## src/rtl/core/csa_pkg.sv

```systemverilog
// Shared constants, register codes and controller/datapath link types for the averager.
package csa_pkg;

  localparam int CSA_WINDOW_DEPTH   = 8;
  localparam int CSA_MEAN_FRAC_BITS = 16;

  // Shunt LSB is 10 uV, 100 A per 75 mV -> 40/3 mA per LSB
  localparam int MA_NUM = 40;
  localparam int MA_DEN = 3;

  localparam logic [15:0] FAULT_LIMIT_RST = 16'd20;
  localparam logic [15:0] RUN_MAX         = 16'hFFFF;
  localparam logic [31:0] COUNT_MAX       = 32'hFFFF_FFFF;

  localparam int IN_DATA_W  = 16;
  localparam int IN_USER_W  = 2;
  localparam int OUT_DATA_W = 256;
  localparam int CFG_IDX_W  = 2;
  localparam int CFG_DATA_W = 16;

  // Configuration register indexes
  localparam logic [CFG_IDX_W-1:0] CFG_ZERO_OFFSET = 2'd0;
  localparam logic [CFG_IDX_W-1:0] CFG_SIGN_NEG    = 2'd1;
  localparam logic [CFG_IDX_W-1:0] CFG_FAULT_LIMIT = 2'd2;

  typedef struct packed {
    logic capture;
    logic upd;
    logic divm_start;
    logic mean;
    logic mul_start;
    logic mul_run;
    logic inc;
    logic acc;
    logic cur_start;
    logic cur;
    logic load_out;
  } csa_cmd_t;

  typedef struct packed {
    logic sample;
    logic div_done;
    logic mul_done;
  } csa_sts_t;

endpackage

```

## src/rtl/core/csa_ctrl.sv

```systemverilog
// Controller: sequences a beat via update, mean divide/multiply/M2 if acked, current.
module csa_ctrl import csa_pkg::*; (
  input  logic     clk,
  input  logic     rst,
  input  logic     s_valid,
  output logic     s_ready,
  output logic     m_valid,
  input  logic     m_ready,
  input  csa_sts_t sts,
  output csa_cmd_t cmd
);

  localparam logic [3:0] S_IDLE   = 4'd0;
  localparam logic [3:0] S_UPD    = 4'd1;
  localparam logic [3:0] S_MSTART = 4'd2;
  localparam logic [3:0] S_DIVM   = 4'd3;
  localparam logic [3:0] S_MEAN   = 4'd4;
  localparam logic [3:0] S_MUL    = 4'd5;
  localparam logic [3:0] S_INC    = 4'd6;
  localparam logic [3:0] S_ACC    = 4'd7;
  localparam logic [3:0] S_CSTART = 4'd8;
  localparam logic [3:0] S_CMUL   = 4'd9;
  localparam logic [3:0] S_CUR    = 4'd10;
  localparam logic [3:0] S_OUT    = 4'd11;

  logic [3:0] state, state_next;

  assign s_ready = (state == S_IDLE);

  always_comb begin
    cmd        = '0;
    state_next = state;
    unique case (state)
      S_IDLE: begin
        if (s_valid) begin
          cmd.capture = 1'b1;
          state_next  = S_UPD;
        end
      end
      S_UPD: begin
        cmd.upd    = 1'b1;
        state_next = sts.sample ? S_MSTART : S_CSTART;
      end
      S_MSTART: begin
        cmd.divm_start = 1'b1;
        state_next     = S_DIVM;
      end
      S_DIVM: begin
        if (sts.div_done) state_next = S_MEAN;
      end
      S_MEAN: begin
        cmd.mean      = 1'b1;
        cmd.mul_start = 1'b1;
        state_next    = S_MUL;
      end
      S_MUL: begin
        cmd.mul_run = 1'b1;
        if (sts.mul_done) state_next = S_INC;
      end
      S_INC: begin
        cmd.inc    = 1'b1;
        state_next = S_ACC;
      end
      S_ACC: begin
        cmd.acc    = 1'b1;
        state_next = S_CSTART;
      end
      S_CSTART: begin
        cmd.cur_start = 1'b1;
        state_next    = S_CMUL;
      end
      S_CMUL: begin
        state_next = S_CUR;
      end
      S_CUR: begin
        cmd.cur    = 1'b1;
        state_next = S_OUT;
      end
      S_OUT: begin
        if (!m_valid || m_ready) begin
          cmd.load_out = 1'b1;
          state_next   = S_IDLE;
        end
      end
      default: state_next = S_IDLE;
    endcase
  end

  always_ff @(posedge clk) begin
    if (rst) begin
      state   <= S_IDLE;
      m_valid <= 1'b0;
    end else begin
      state <= state_next;
      if (cmd.load_out)  m_valid <= 1'b1;
      else if (m_ready)  m_valid <= 1'b0;
    end
  end

endmodule

```

## config.mk

```make
export PLATFORM = sky130hd
export DESIGN_NAME = csa_ctrl
export DESIGN_NICKNAME = d
export VERILOG_FILES = /design/src/rtl/core/csa_pkg.sv /design/src/rtl/core/csa_ctrl.sv
export SDC_FILE = /design/constraint.sdc
export NUM_CORES = 1
export LEC_CHECK = 0
export BUFFER_PORTS_ARGS = -buffer_cell sky130_fd_sc_hd__buf_2
export CAP_MARGIN = 15
export CORE_AREA = 2 2 39 41
export DETAILED_ROUTE_END_ITERATION = 8
export DIE_AREA = 0 0 41 43
export GPL_ROUTABILITY_DRIVEN = 0
export SYNTH_ARGS = -nofsm -noshare
export SYNTH_HDL_FRONTEND = slang
export SYNTH_SLANG_ARGS = --single-unit
```

## constraint.sdc

```tcl
create_clock -name clk -period 3.7 [get_ports clk]
set_input_delay 0.555 -clock clk [delete_from_list [all_inputs] [get_ports clk]]
set_output_delay 0.555 -clock clk [all_outputs]
set_load 0.05 [all_outputs]
```

==> results.sh <==
export IMPL_viasPerCell=4.96
export IMPL_final_antenna_net_count=0
export IMPL_post_route_drc_count=0
export IMPL_clock_fmax_ghz=0.471
export IMPL_cp_startpoint="state[2]"
export IMPL_stdcell_area_um2=492
export IMPL_grt_start_max_net_pins=15
export IMPL_hp_class="input port to register"
export IMPL_initial_utilization_pct=27.8
export IMPL_synth_top_area_cell="dfxtp_1"
export IMPL_arrival_ns=1.57
export IMPL_r2r_start="state[0]"
export IMPL_rsz0062_at_grt="no"
export IMPL_cts_buffers=3
export IMPL_core_area_mm2=0.00138
export IMPL_utilization_pct=35.5
export IMPL_crit_cells=3
export IMPL_post_cts_repair_setup_buffers=0
export IMPL_cp_end_kind="primary output"
export IMPL_antenna_cells=0
export IMPL_h_tree_depth=1
export IMPL_crit_buf_inv=1
export IMPL_area_delta_synth_final_pct=27.6
export IMPL_die_area_mm2=0.00176
export IMPL_final_seq_area_um2=100
export IMPL_worstPathCellList="nand2b_1 -> nor3_1 -> buf_2"
export IMPL_tns_ns=0
export IMPL_leakage_nw=0.230
export IMPL_worst_hold_path_num_cells=2
export IMPL_cts_resized=0
export IMPL_routed_top_layer="met3"
export IMPL_synth_cell_area_um2=385
export IMPL_drt_wl_total_um=996
export IMPL_wl_met2_um=501
export IMPL_ys_ff_latch=5
export IMPL_num_rows=14
export IMPL_crit_required_ns=3.14
export IMPL_place_area_um2=465
export IMPL_max_slew_worst_pin_slew_ns=0.470
export IMPL_grt_pass1_vias=393
export IMPL_maxSlewHeadroom_pct=68.6
export IMPL_wl_met3_um=49
export IMPL_port_buffers=19
export IMPL_clkPwrFrac_pct=23.5
export IMPL_p_int_mw=0.137
export IMPL_yosys_area_top_type_share_pct=26.0
export IMPL_crit_end="cmd[7]"
export IMPL_final_hold_viol_count=0
export IMPL_skew_ns=0.00252
export IMPL_cts_buffer_depth=2
export IMPL_maxCapViolations=0
export IMPL_yosysWarnings=0
export IMPL_drtIter0Drc=15
export IMPL_ys_seq_area_share_pct=26.0
export IMPL_drive_gt1_share_pct=29.7
export IMPL_cts_tree="yes"
export IMPL_critPathKind="register to primary output"
export IMPL_slew_viol_final=0
export IMPL_synth_cells=57
export IMPL_status="finished clean"
export IMPL_whs_ns=0.514
export IMPL_synth_avg_cell_area_um2=6.76
export IMPL_rr_worst_depth=4
export IMPL_clock_latency_ns=0.25
export IMPL_nets=82
export IMPL_cts_hold_buf=0
export IMPL_gr_usage_all_layers_pct=12.6
export IMPL_setup_violations=0
export IMPL_hold_start="sts[0]"
export IMPL_slowest_delay_ns=0.61
export IMPL_die_w_um=41
export IMPL_switchingPower_mw=0.140
export IMPL_cp_start_kind="register"
export IMPL_cts_sinks=5
export IMPL_hpwl_um=731
export IMPL_grt_pass1_wl_um=1570
export IMPL_vias=446
export IMPL_period_share_pct=57.3
export IMPL_rr_endpoint="state[0]"
export IMPL_cp_top_family="flip-flops"
export IMPL_post_route_min_period_ns=2.12
export IMPL_pwr_share_comb_pct=45.8
export IMPL_p_sw_share_pct=50.6
export IMPL_antenna_found_initial=0
export IMPL_cp_max_fo=14
export IMPL_synth_area_top_cells="dfxtp_1, nor3_1, nor2_1, nand2b_1, buf_4"
export IMPL_sequentialPowerShare_pct=30.6
export IMPL_firstDrtPassIters=3
export IMPL_ff2ff_setup_slack_ns=2.13
export IMPL_multi_input_area_um2=246
export IMPL_wl_per_cell_um=11.1
export IMPL_grt_overflow_total=0
export IMPL_power_per_cell_area_mw_per_mm2=563
export IMPL_clk_pin_slew_ns=0.05
export IMPL_cts_root_buf="clkbuf_4"
export IMPL_yosysUniqueCellTypes=26
export IMPL_ir_drop_uv=221
export IMPL_die_h_um=43
export IMPL_ios=20
export IMPL_wl_met1_um=446
export IMPL_nFillCells=163
export IMPL_syn_nets=64
export IMPL_slowest_stage="dfxtp_1"
==> kinds of logic (layout without fill, tap and decap cells) <==
group,after synthesis,count (layout),share of synthesized area [%]
AND/OR/NAND/NOR,32,32,41.9
AO/OA/AOI/OAI,12,12,19.8
buffers and inverters,7,24,10.1
flip-flops,5,5,26.0
XOR/XNOR,1,1,2.27
==> sequential cells by signal (all words and copies together) (netlist names) <==
name     count
state        4
m_valid      1
==> how the worst min path moves through the flow <==
| stage | to | slack [ns] |
|---|---|---|
| 4_1_cts | state[2] | 0.51 |
| 2_1_floorplan | state[2] | 0.55 |
| 6_report | state[2] | 0.51 |
| 5_1_grt | state[2] | 0.52 |
| 3_3_place_gp | m_valid | 0.54 |
| 3_5_place_dp | m_valid | 0.55 |
==> cell usage in the layout (no fill, tap or decap), types with 2 or more instances in the layout <==
master,n
nand2_1,5
clkbuf_4,3
nor2_1,9
dfxtp_1,5
nor3_1,7
a21oi_1,4
buf_2,19
nand2b_1,4
o21ai_0,2
==> power by group through the flow <==
stage / registers [mW] / logic, mW / clock network (mW)
after detailed placement: 0.0853 / 0.127 / 0
after floorplan: 0.0670 / 0.123 / 0
after CTS: 0.0842 / 0.128 / 0.0691
final: 0.0848 / 0.127 / 0.0650
after global placement: 0.0852 / 0.126 / 0
after global routing: 0.0882 / 0.137 / 0.0710
==> synth_stat cells <==
library cell	n
a211o_1	1
a211oi_1	1
a21oi_1	4
and2_1	1
and2b_1	1
and3b_1	1
buf_1	1
buf_2	1
buf_4	3
clkbuf_1	1
dfxtp_1	5
inv_1	1
nand2_1	5
nand2b_1	4
nand3_1	1
nand4_1	1
nand4b_1	1
nor2_1	9
nor3_1	7
nor4_1	1
o21ai_0	2
o21ai_1	1
o22ai_1	1
o32a_1	1
o41ai_1	1
xnor2_1	1
==> through the flow <==
step,power (mW),setup WS (ns),std cells
global placement,0.212,1.88,86
finish,0.277,1.58,90
floorplan,0.190,0.486,57
global route,0.296,1.48,90
CTS,0.281,1.58,90
detailed placement,0.213,1.86,86
==> worst register-to-register path, stage by stage (launching register included) <==
cell and delay (ns):
dfxtp_1 0.55, nand2b_1 0.22, o32a_1 0.39, a211o_1 0.31, nand2_1 0.06
==> per-layer routing <==
layer	vias to the layer above	GRT usage (%)
met5	-	0
met4	0	2.00
met3	0	4.71
met2	11	20.9
met1	199	14.8
li1	236	-
==> final cells by class <==
class                      instances  area share (%)
multi-input combinational         45            50.1
sequential                         5            20.4
timing repair buffer              19            19.3
clock buffer                       4            5.34
tap                               16            4.07
inverter                           1           0.763
No activity file was read; power rests on OpenSTA's default activity.
